==> src/design/lfpd_pkg.sv <==
// Shared types, widths and constants for the line follower PID drive block.
// Used by every module of the block; depends on nothing else.
package lfpd_pkg;

    // Sample and result field widths.
    localparam int LFPD_SENSORS = 5;
    localparam int SENSOR_W     = 10;
    localparam int POS_W        = 12;
    localparam int ERR_W        = 12;
    localparam int INTEG_W      = 16;
    localparam int DRIVE_W      = 9;
    localparam int SPEED_W      = 8;
    localparam int GAIN_W       = 16;
    localparam int LIMIT_W      = 15;
    localparam int BAND_W       = 11;

    // Configuration port geometry.
    localparam int CFG_IDX_W    = 3;
    localparam int CFG_DATA_W   = 16;

    // Line position geometry: 2000 is dead center, 4000 is the far edge.
    localparam logic [POS_W-1:0] POS_MAX    = 12'd4000;
    localparam logic [POS_W:0]   POS_CENTER = 13'd2000;

    // Q4.12 gains: the PID sum carries 12 fraction bits.
    localparam int FRAC_BITS = 12;
    localparam int PID_LIMIT = 1000;

    // Register reset values.
    localparam logic [SPEED_W-1:0]  RST_BASE_SPEED     = 8'd200;
    localparam logic [GAIN_W-1:0]   RST_PROP_GAIN      = 16'd1229;
    localparam logic [GAIN_W-1:0]   RST_INTEGRAL_GAIN  = 16'd8;
    localparam logic [GAIN_W-1:0]   RST_DERIV_GAIN     = 16'd4915;
    localparam logic [LIMIT_W-1:0]  RST_INTEGRAL_LIMIT = 15'd5000;
    localparam logic [SENSOR_W-1:0] RST_LOST_LEVEL     = 10'd980;
    localparam logic [SPEED_W-1:0]  RST_SPIN_SPEED     = 8'd120;
    localparam logic [BAND_W-1:0]   RST_CENTERED_BAND  = 11'd300;

    typedef enum logic [CFG_IDX_W-1:0] {
        REG_BASE_SPEED     = 3'd0,
        REG_PROP_GAIN      = 3'd1,
        REG_INTEGRAL_GAIN  = 3'd2,
        REG_DERIV_GAIN     = 3'd3,
        REG_INTEGRAL_LIMIT = 3'd4,
        REG_LOST_LEVEL     = 3'd5,
        REG_SPIN_SPEED     = 3'd6,
        REG_CENTERED_BAND  = 3'd7
    } lfpd_reg_idx_t;

    typedef struct packed {
        logic [SPEED_W-1:0]  base_speed;
        logic [GAIN_W-1:0]   prop_gain;
        logic [GAIN_W-1:0]   integral_gain;
        logic [GAIN_W-1:0]   deriv_gain;
        logic [LIMIT_W-1:0]  integral_limit;
        logic [SENSOR_W-1:0] lost_level;
        logic [SPEED_W-1:0]  spin_speed;
        logic [BAND_W-1:0]   centered_band;
    } lfpd_cfg_t;

    typedef struct packed {
        logic                      searching;
        logic                      centered;
        logic signed [DRIVE_W-1:0] right_drive;
        logic signed [DRIVE_W-1:0] left_drive;
    } lfpd_result_t;

endpackage

==> src/design/lfpd_cfg_regs.sv <==
// Configuration register file of the line follower PID drive block.
// Depends on lfpd_pkg for the register indexes, widths and reset values.
module lfpd_cfg_regs
    import lfpd_pkg::*;
(
    input  logic                  clk,
    input  logic                  rst_n,
    input  logic                  cfg_we,
    input  logic [CFG_IDX_W-1:0]  cfg_addr,
    input  logic [CFG_DATA_W-1:0] cfg_wdata,
    output lfpd_cfg_t             cfg
);

    lfpd_cfg_t cfg_reg;
    lfpd_cfg_t cfg_next;

    always_comb
    begin
        cfg_next = cfg_reg;
        if (cfg_we)
        begin
            unique case (lfpd_reg_idx_t'(cfg_addr))
                REG_BASE_SPEED:     cfg_next.base_speed     = cfg_wdata[SPEED_W-1:0];
                REG_PROP_GAIN:      cfg_next.prop_gain      = cfg_wdata[GAIN_W-1:0];
                REG_INTEGRAL_GAIN:  cfg_next.integral_gain  = cfg_wdata[GAIN_W-1:0];
                REG_DERIV_GAIN:     cfg_next.deriv_gain     = cfg_wdata[GAIN_W-1:0];
                REG_INTEGRAL_LIMIT: cfg_next.integral_limit = cfg_wdata[LIMIT_W-1:0];
                REG_LOST_LEVEL:     cfg_next.lost_level     = cfg_wdata[SENSOR_W-1:0];
                REG_SPIN_SPEED:     cfg_next.spin_speed     = cfg_wdata[SPEED_W-1:0];
                REG_CENTERED_BAND:  cfg_next.centered_band  = cfg_wdata[BAND_W-1:0];
            endcase
        end
    end

    always_ff @(posedge clk or negedge rst_n)
    begin
        if (!rst_n)
        begin
            cfg_reg.base_speed     <= RST_BASE_SPEED;
            cfg_reg.prop_gain      <= RST_PROP_GAIN;
            cfg_reg.integral_gain  <= RST_INTEGRAL_GAIN;
            cfg_reg.deriv_gain     <= RST_DERIV_GAIN;
            cfg_reg.integral_limit <= RST_INTEGRAL_LIMIT;
            cfg_reg.lost_level     <= RST_LOST_LEVEL;
            cfg_reg.spin_speed     <= RST_SPIN_SPEED;
            cfg_reg.centered_band  <= RST_CENTERED_BAND;
        end
        else
        begin
            cfg_reg <= cfg_next;
        end
    end

    assign cfg = cfg_reg;

endmodule

==> src/design/lfpd_pid_core.sv <==
// PID arithmetic and loop state (integral and last error) of the line follower.
// Depends on lfpd_pkg; computes one result per sample in a single pass.
module lfpd_pid_core
    import lfpd_pkg::*;
#(
    parameter int SENSORS = LFPD_SENSORS
)
(
    input  logic                               clk,
    input  logic                               rst_n,
    input  lfpd_cfg_t                          cfg,
    input  logic [SENSORS-1:0][SENSOR_W-1:0]   sensor,
    input  logic [POS_W-1:0]                   line_position,
    input  logic                               advance,
    output lfpd_result_t                       result
);

    localparam int SUM_W = 34;
    localparam int PID_W = SUM_W - FRAC_BITS;
    localparam int WHL_W = 12;

    logic signed [INTEG_W-1:0] integral_sum_reg;
    logic signed [INTEG_W-1:0] integral_sum_next;
    logic signed [ERR_W-1:0]   last_error_reg;

    logic                      lost;
    logic [POS_W-1:0]          pos_sat;
    logic signed [ERR_W-1:0]   err;
    logic signed [INTEG_W:0]   integ_raw;
    logic signed [INTEG_W:0]   integ_lim;
    logic signed [ERR_W:0]     deriv;
    logic signed [28:0]        prod_p;
    logic signed [32:0]        prod_i;
    logic signed [29:0]        prod_d;
    logic signed [SUM_W-1:0]   pid_sum;
    logic signed [SUM_W-1:0]   pid_round;
    logic signed [PID_W-1:0]   pid_full;
    logic signed [WHL_W-1:0]   pid;
    logic signed [WHL_W-1:0]   left_raw;
    logic signed [WHL_W-1:0]   right_raw;
    logic [BAND_W-1:0]         err_mag;
    logic signed [DRIVE_W-1:0] spin_pos;
    logic signed [DRIVE_W-1:0] left_run;
    logic signed [DRIVE_W-1:0] right_run;

    // A sample is lost only when every sensor sees bright floor.
    always_comb
    begin
        lost = 1'b1;
        for (int i = 0; i < SENSORS; i++)
        begin
            if (sensor[i] < cfg.lost_level)
                lost = 1'b0;
        end
    end

    assign pos_sat = (line_position > POS_MAX) ? POS_MAX : line_position;
    assign err     = ERR_W'($signed(POS_CENTER) - $signed({1'b0, pos_sat}));

    // Integral with symmetric clamp.
    assign integ_raw = {integral_sum_reg[INTEG_W-1], integral_sum_reg} + (INTEG_W+1)'(err);
    assign integ_lim = $signed({2'b00, cfg.integral_limit});

    always_comb
    begin
        priority if (integ_raw < -integ_lim)
            integral_sum_next = INTEG_W'(-integ_lim);
        else if (integ_raw > integ_lim)
            integral_sum_next = INTEG_W'(integ_lim);
        else
            integral_sum_next = INTEG_W'(integ_raw);
    end

    assign deriv = (ERR_W+1)'(err) - (ERR_W+1)'(last_error_reg);

    assign prod_p = $signed({1'b0, cfg.prop_gain}) * err;
    assign prod_i = $signed({1'b0, cfg.integral_gain}) * integral_sum_next;
    assign prod_d = $signed({1'b0, cfg.deriv_gain}) * deriv;

    assign pid_sum = SUM_W'(prod_p) + SUM_W'(prod_i) + SUM_W'(prod_d);

    // Divide by 4096 truncating toward zero: bias negative sums before the shift.
    assign pid_round = pid_sum[SUM_W-1] ? (pid_sum + SUM_W'((1 << FRAC_BITS) - 1)) : pid_sum;
    assign pid_full  = PID_W'(pid_round >>> FRAC_BITS);

    always_comb
    begin
        priority if (pid_full > PID_W'(PID_LIMIT))
            pid = WHL_W'(PID_LIMIT);
        else if (pid_full < -PID_W'(PID_LIMIT))
            pid = -WHL_W'(PID_LIMIT);
        else
            pid = WHL_W'(pid_full);
    end

    assign left_raw  = $signed({4'b0000, cfg.base_speed}) - pid;
    assign right_raw = $signed({4'b0000, cfg.base_speed}) + pid;

    always_comb
    begin
        priority if (left_raw < 0)
            left_run = '0;
        else if (left_raw > WHL_W'(255))
            left_run = DRIVE_W'(255);
        else
            left_run = DRIVE_W'(left_raw);

        priority if (right_raw < 0)
            right_run = '0;
        else if (right_raw > WHL_W'(255))
            right_run = DRIVE_W'(255);
        else
            right_run = DRIVE_W'(right_raw);
    end

    assign err_mag  = err[ERR_W-1] ? BAND_W'(-err) : BAND_W'(err);
    assign spin_pos = $signed({1'b0, cfg.spin_speed});

    always_comb
    begin
        if (lost)
        begin
            // Spin toward the side where the line was last seen.
            result.searching = 1'b1;
            result.centered  = 1'b0;
            if (last_error_reg > 0)
            begin
                result.left_drive  = -spin_pos;
                result.right_drive = spin_pos;
            end
            else
            begin
                result.left_drive  = spin_pos;
                result.right_drive = -spin_pos;
            end
        end
        else
        begin
            result.searching   = 1'b0;
            result.centered    = (err_mag < cfg.centered_band);
            result.left_drive  = left_run;
            result.right_drive = right_run;
        end
    end

    // Loop state moves only when a sample with a visible line is retired.
    always_ff @(posedge clk or negedge rst_n)
    begin
        if (!rst_n)
        begin
            integral_sum_reg <= '0;
            last_error_reg   <= '0;
        end
        else if (advance && !lost)
        begin
            integral_sum_reg <= integral_sum_next;
            last_error_reg   <= err;
        end
    end

endmodule

==> src/design/line_follow_pid_drive.sv <==
// Top level of the line follower PID drive block: stream ports, input and
// result registers. Depends on lfpd_pkg, lfpd_cfg_regs and lfpd_pid_core.
//
// Usage:
// Sensor samples arrive on the s_axis channel, one sample per beat. Each beat
// carries five reflectance readings and the weighted line position. For every
// accepted beat exactly one beat leaves on the m_axis channel with the signed
// left and right wheel speeds and the centered flag in tdata, and the
// searching flag in tuser.
// The accepting edge loads the input register, the PID arithmetic runs in a
// single pass between the input and result registers, and the result register
// then loads the result once it is empty or its beat is leaving, raising
// m_axis_tvalid. Throughput is one beat per cycle while the receiver does not
// stall; the loop state (error integral and last error) is updated in the same
// cycle a result is loaded, so back-to-back samples each see the state left by the one before.
// When the receiver stalls, the result register holds its beat and the input
// register can still take one more sample; s_axis_tready drops only once both
// are full, so nothing is lost or repeated.
// Reset clears both pipeline valid bits, zeroes the integral and last error
// and loads every configuration register with its default. The configuration
// port (cfg_we, cfg_addr, cfg_wdata) writes one register per cycle and should
// only be used while no beat is in flight.
module line_follow_pid_drive
    import lfpd_pkg::*;
#(
    parameter int SENSORS = LFPD_SENSORS
)
(
    input  logic                  clk,
    input  logic                  rst_n,

    input  logic                  cfg_we,
    input  logic [CFG_IDX_W-1:0]  cfg_addr,
    input  logic [CFG_DATA_W-1:0] cfg_wdata,

    input  logic                  s_axis_tvalid,
    output logic                  s_axis_tready,
    // Fields from bit 0 up: sensor_0 .. sensor_(SENSORS-1) (10 bits each),
    // line_position (12 bits), zero padding to a whole byte.
    input  logic [(((SENSORS*SENSOR_W+POS_W)+7)/8)*8-1:0] s_axis_tdata,

    output logic                  m_axis_tvalid,
    input  logic                  m_axis_tready,
    // Fields from bit 0 up: left_drive (9 bits signed), right_drive (9 bits
    // signed), centered (1 bit), zero padding to 24 bits.
    output logic [23:0]           m_axis_tdata,
    // Fields from bit 0 up: searching (1 bit).
    output logic                  m_axis_tuser
);

    localparam int SENS_BITS = SENSORS * SENSOR_W;
    localparam int IN_BITS   = SENS_BITS + POS_W;

    lfpd_cfg_t                        cfg;
    lfpd_result_t                     core_result;

    logic                             in_valid_reg;
    logic [SENSORS-1:0][SENSOR_W-1:0] sensor_reg;
    logic [POS_W-1:0]                 position_reg;
    logic                             out_valid_reg;
    lfpd_result_t                     result_reg;

    logic                             in_take;
    logic                             out_load;

    // The result register loads whenever a sample waits and the register is empty or its beat is leaving.
    assign out_load      = in_valid_reg && (!out_valid_reg || m_axis_tready);
    assign s_axis_tready = !in_valid_reg || out_load;
    assign in_take       = s_axis_tvalid && s_axis_tready;

    lfpd_cfg_regs u_cfg_regs
    (
        .clk       (clk),
        .rst_n     (rst_n),
        .cfg_we    (cfg_we),
        .cfg_addr  (cfg_addr),
        .cfg_wdata (cfg_wdata),
        .cfg       (cfg)
    );

    lfpd_pid_core #(
        .SENSORS (SENSORS)
    ) u_pid_core
    (
        .clk           (clk),
        .rst_n         (rst_n),
        .cfg           (cfg),
        .sensor        (sensor_reg),
        .line_position (position_reg),
        .advance       (out_load),
        .result        (core_result)
    );

    always_ff @(posedge clk or negedge rst_n)
    begin
        if (!rst_n)
        begin
            in_valid_reg  <= 1'b0;
            out_valid_reg <= 1'b0;
        end
        else
        begin
            if (in_take)
                in_valid_reg <= 1'b1;
            else if (out_load)
                in_valid_reg <= 1'b0;

            if (out_load)
                out_valid_reg <= 1'b1;
            else if (m_axis_tready)
                out_valid_reg <= 1'b0;
        end
    end

    // Payload registers carry no reset; their valid bits guard them.
    always_ff @(posedge clk)
    begin
        if (in_take)
        begin
            sensor_reg   <= s_axis_tdata[SENS_BITS-1:0];
            position_reg <= s_axis_tdata[IN_BITS-1:SENS_BITS];
        end
        if (out_load)
            result_reg <= core_result;
    end

    assign m_axis_tvalid = out_valid_reg;
    assign m_axis_tdata  = {5'b00000, result_reg.centered,
                            result_reg.right_drive, result_reg.left_drive};
    assign m_axis_tuser  = result_reg.searching;

    // While searching, the wheels turn in opposite directions at equal speed.
    assert property (@(posedge clk) disable iff (!rst_n)
        out_valid_reg && result_reg.searching
        |-> (DRIVE_W'(result_reg.left_drive + result_reg.right_drive) == '0))
        else $error("search beat without opposite wheel speeds");

    // A tracking result never commands reverse.
    assert property (@(posedge clk) disable iff (!rst_n)
        out_valid_reg && !result_reg.searching
        |-> (!result_reg.left_drive[DRIVE_W-1] && !result_reg.right_drive[DRIVE_W-1]))
        else $error("tracking beat commands reverse");

    // A search result is never marked centered.
    assert property (@(posedge clk) disable iff (!rst_n)
        out_valid_reg && result_reg.searching |-> !result_reg.centered)
        else $error("search beat marked centered");

    // A waiting sample stays in the input register until it is moved on.
    assert property (@(posedge clk) disable iff (!rst_n)
        in_valid_reg && !out_load |=> in_valid_reg && $stable(position_reg))
        else $error("waiting sample dropped from input register");

    // A stalled result holds its value.
    assert property (@(posedge clk) disable iff (!rst_n)
        out_valid_reg && !m_axis_tready |=> out_valid_reg && $stable(result_reg))
        else $error("stalled result changed");

endmodule

==> config.mk <==
export PLATFORM = sky130hd
export DESIGN_NAME = line_follow_pid_drive
export DESIGN_NICKNAME = d
export VERILOG_FILES = /design/src/design/lfpd_pkg.sv /design/src/design/lfpd_cfg_regs.sv /design/src/design/lfpd_pid_core.sv /design/src/design/line_follow_pid_drive.sv
export SDC_FILE = /design/constraint.sdc
export NUM_CORES = 2
export LEC_CHECK = 0
export BUFFER_PORTS_ARGS = -buffer_cell sky130_fd_sc_hd__buf_2
export CAP_MARGIN = 10
export CORE_MARGIN = 4
export CORE_UTILIZATION = 60
export CTS_BUF_LIST = sky130_fd_sc_hd__clkbuf_8
export CTS_CLUSTER_DIAMETER = 40
export CTS_CLUSTER_SIZE = 40
export DETAILED_ROUTE_END_ITERATION = 6
export MAX_ROUTING_LAYER = met4
export PLACE_DENSITY = 0.75
export SLEW_MARGIN = 20
export SYNTH_ARGS = -nofsm -noshare
export SYNTH_HDL_FRONTEND = slang
export SYNTH_SLANG_ARGS = --single-unit
==> constraint.sdc <==
create_clock -name clk -period 21.9 [get_ports clk]
set_input_delay 2.19 -clock clk [delete_from_list [all_inputs] [get_ports clk]]
set_output_delay 2.19 -clock clk [all_outputs]
set_load 0.01 [all_outputs]
==> out/results.env <==
H-TREE-DEPTH=2
FLOORPLAN.DIE.WIDTH_UM=255
SYNTH-ASYNC-RESET-RATIO=0.613
SLEW-LIMIT-HEADROOM=0.281
YOSYSSEQAREASHARE=0.158
CTS.REPAIR.RESIZED=0
CTS_POST_SETUP_BUFFERS_INSERTED=0
SYN-CELL-AREA_UM2=36500
INITIAL_ANTENNA_VIOLATION_COUNT=4
CTS_HOLD_REPAIR.BUFFERS=0
WIRELENGTH_MM=92.3
FIRST_GLOBAL_VIAS=27925
GLOBALROUTE.TOTALOVERFLOW=0
DRC_ERRORS=0
NNETSFINAL=4985
LAYOUT_SKEW_NS=0.0702
PATH_COMMON_CELL='sky130_fd_sc_hd__fa_1'
NUMBER_OF_BUFFERS_CREATED_BY_CTS=35
NUMBER_OF_ENABLE_TYPE_REGISTER_CELLS_IN_THE_SYNTHESIZED_NETLIST=82
ROUTE.ANTENNA.REMAINING_NETS=0
YOSYS_WARNINGS=0
SYN_INST=3862
MAX-CAP-VIOLATIONS=0
DIE-HEIGHT_UM=255
AVGROUTEDWIREPERCELL_UM=19.6
SLOWEST_DELAY_NS=0.62
INITIAL_CORE_UTIL=0.605
TIMING.FINAL.SETUP_VIOLATIONS=0
HOLD_VIOLATIONS=0
DETAIL_ROUTE.ITER0.VIOLATIONS=1803
TIMING.FINAL.MAX_SLEW_VIOLATIONS=0
CTSLONGESTPATHBUFFERS=3
POST-ROUTE-PERIOD-UTIL=0.929
CRIT_PATH_DAT_NS=20.62
LAYOUT-DRIVE-GT1-SHARE=0.103
WORST_SETUP_PATH_END_KIND='flip-flop'
NUMBER_OF_FLIP_FLOPS_IN_THE_LARGEST_REGISTER=100
TRITONCTS_NUM_SINKS=212
CLK_ROOT_BUFFER_CELL='sky130_fd_sc_hd__clkbuf_8'
GRT_UTIL_ALL_LAYERS=0.304
POSTSYNTH.TOPFLOPCELL='sky130_fd_sc_hd__dfrtp_1'
WORST_HOLD_PATH_TYPE='flip-flop to flip-flop'
OVERALL_DIE_AREA_UM2=64900
TRITONCTS='done'
SYNTHTOLAYOUTAREAGROWTH_PCT=6.30
RSZ0062_AT_GRT='false'
CP_DATA_REQUIRED_TIME_NS=22.18
LAYOUT.CELLS.MOST_COMMON='sky130_fd_sc_hd__inv_1'
WORST_SLEW_PIN_SLEW_NS=1.08
DRT_PASS1_ITERATIONS=7
IOPINCOUNT=115
GP_ROUTABILITY_CONGESTION=0.915
TOTAL_NUMBER_OF_VIAS=26828
WORST-PATH-MAX-FANOUT=17
CLK-INSERTION-DELAY-LATE_NS=0.59
PORT_BUFFERS=107
GRT_START_MAX_NET_PINS=68
FIN_SETUP_TNS_NS=0
AREA.SEQUENTIAL_UM2=5760
PATH_CLK_SLEW_NS=0.09
N_FILL_CELL=4985
LAYOUT_COMMON_CELLS='sky130_fd_sc_hd__inv_1 (802), sky130_fd_sc_hd__fa_1 (609), sky130_fd_sc_hd__nand2_1 (438)'
START_KIND='flip-flop'
DETAIL_ROUTE.VIAS_PER_CELL=5.69
CRITICAL_PATH.SLOWEST_CELL='sky130_fd_sc_hd__a21oi_1'
WORSTHOLDPATHCELLS=1
DPL.HPWL_MM=75.3
SYNTH.AVG_CELL_AREA_UM2=9.46
CRIT_PATH_TIME_FINAL_NS=20.34
WORSTREGTOREGCELLS=75
SYNTHDISTINCTLIBCELLS=85
YS_SEQ_ELEMENTS=212
DESIGN.CORE.AREA_UM2=60400
MAX_FREQ_MHz=49.2
GRT_FIRST_PASS_WIRELENGTH_MM=148
MULTI_INPUT_COMB_AREA_UM2=27300
RUN_STATUS='finished, final reports clean'
CRIT_TYPE='flip-flop to flip-flop'
CORE.ROWCOUNT=90
-- cell families after synthesis --
family          Yosys count  share of synthesized area
simple gates           1108                      0.150
fa+ha+maj               991                      0.465
buf+inv                 958                     0.0994
compound gates          392                     0.0727
flops                   212                      0.158
mux                     104                     0.0318
xor+xnor                 96                     0.0235
other cells               1                   0.000103
-- routing by layer --
layer  wire length (um)  up-vias  GRT usage
met5                  0        -          -
met4               5250        0      0.143
met1              36400    13519      0.382
li1                   -    12151          -
met3               5790      250     0.0384
met2              44900      908      0.494
-- final timing paths --
path	from	endpoint	slack, ns
max	position_reg[0]	m_axis_tdata[1]	1.56
min	in_valid_reg	m_axis_tvalid	0.50
max reg2reg	position_reg[0]	m_axis_tdata[1]	1.56
min reg2reg	in_valid_reg	m_axis_tvalid	0.50
max in group asynchronous	rst_n	u_cfg_regs.cfg[77]	18.87
min in group asynchronous	rst_n	u_cfg_regs.cfg[40]	1.60
-- through the flow --
| step | std cells | cell area (um2) | hold WS [ns] | worst slack [ns] | util |
|---|---|---|---|---|---|
| floorplan | 3866 | 36500 | 0.449 | 4.11 | - |
| global placement | 4649 | 38000 | 0.474 | 2.08 | 0.629 |
| detailed placement | 4649 | 38000 | 0.493 | 1.94 | 0.629 |
| CTS | 4712 | 38800 | 0.507 | 1.85 | 0.643 |
| global route | 4714 | 38800 | 0.529 | 0.0721 | 0.643 |
| finish | 4716 | 38800 | 0.501 | 1.56 | 0.643 |
-- Yosys cell counts, types with 36 or more instances --
cell type                  count  area, um2
sky130_fd_sc_hd__a21o_1       50        375
sky130_fd_sc_hd__a21oi_1      89        445
sky130_fd_sc_hd__and2_1      208       1300
sky130_fd_sc_hd__clkbuf_1    138        518
sky130_fd_sc_hd__dfrtp_1      94       2350
sky130_fd_sc_hd__dfstp_2      36        946
sky130_fd_sc_hd__edfxtp_1     82       2460
sky130_fd_sc_hd__fa_1        609      12200
sky130_fd_sc_hd__ha_1        382       4780
sky130_fd_sc_hd__inv_1       802       3010
sky130_fd_sc_hd__mux2_2       96       1080
sky130_fd_sc_hd__nand2_1     438       1640
sky130_fd_sc_hd__nand2b_1     41        257
sky130_fd_sc_hd__nand3_1      45        225
sky130_fd_sc_hd__nor2_1      142        533
sky130_fd_sc_hd__nor2b_1      94        588
sky130_fd_sc_hd__o21ai_0      92        460
sky130_fd_sc_hd__xnor2_1      63        552
-- worst max-delay path: cells and delay by family (launching register included) --
kind	cells	cell delay (ns)
buf+inv	10	1.39
fa+ha+maj	14	6.34
compound gates	27	5.91
flops	1	0.36
simple gates	21	5.01
xor+xnor	3	1.00
-- area by class of cell --
type	instances	share of cell area
Multi-Input combinational cell	2696	0.703
Sequential cell	212	0.148
Inverter	803	0.0776
Tap cell	782	0.0252
Timing Repair Buffer	158	0.0239
Clock buffer	37	0.0131
Clock inverter	26	0.00819
Antenna cell	2	0.000129
Power is not shown: default switching activity piles up to over one toggle a cycle in this logic, so the estimate is an artifact.
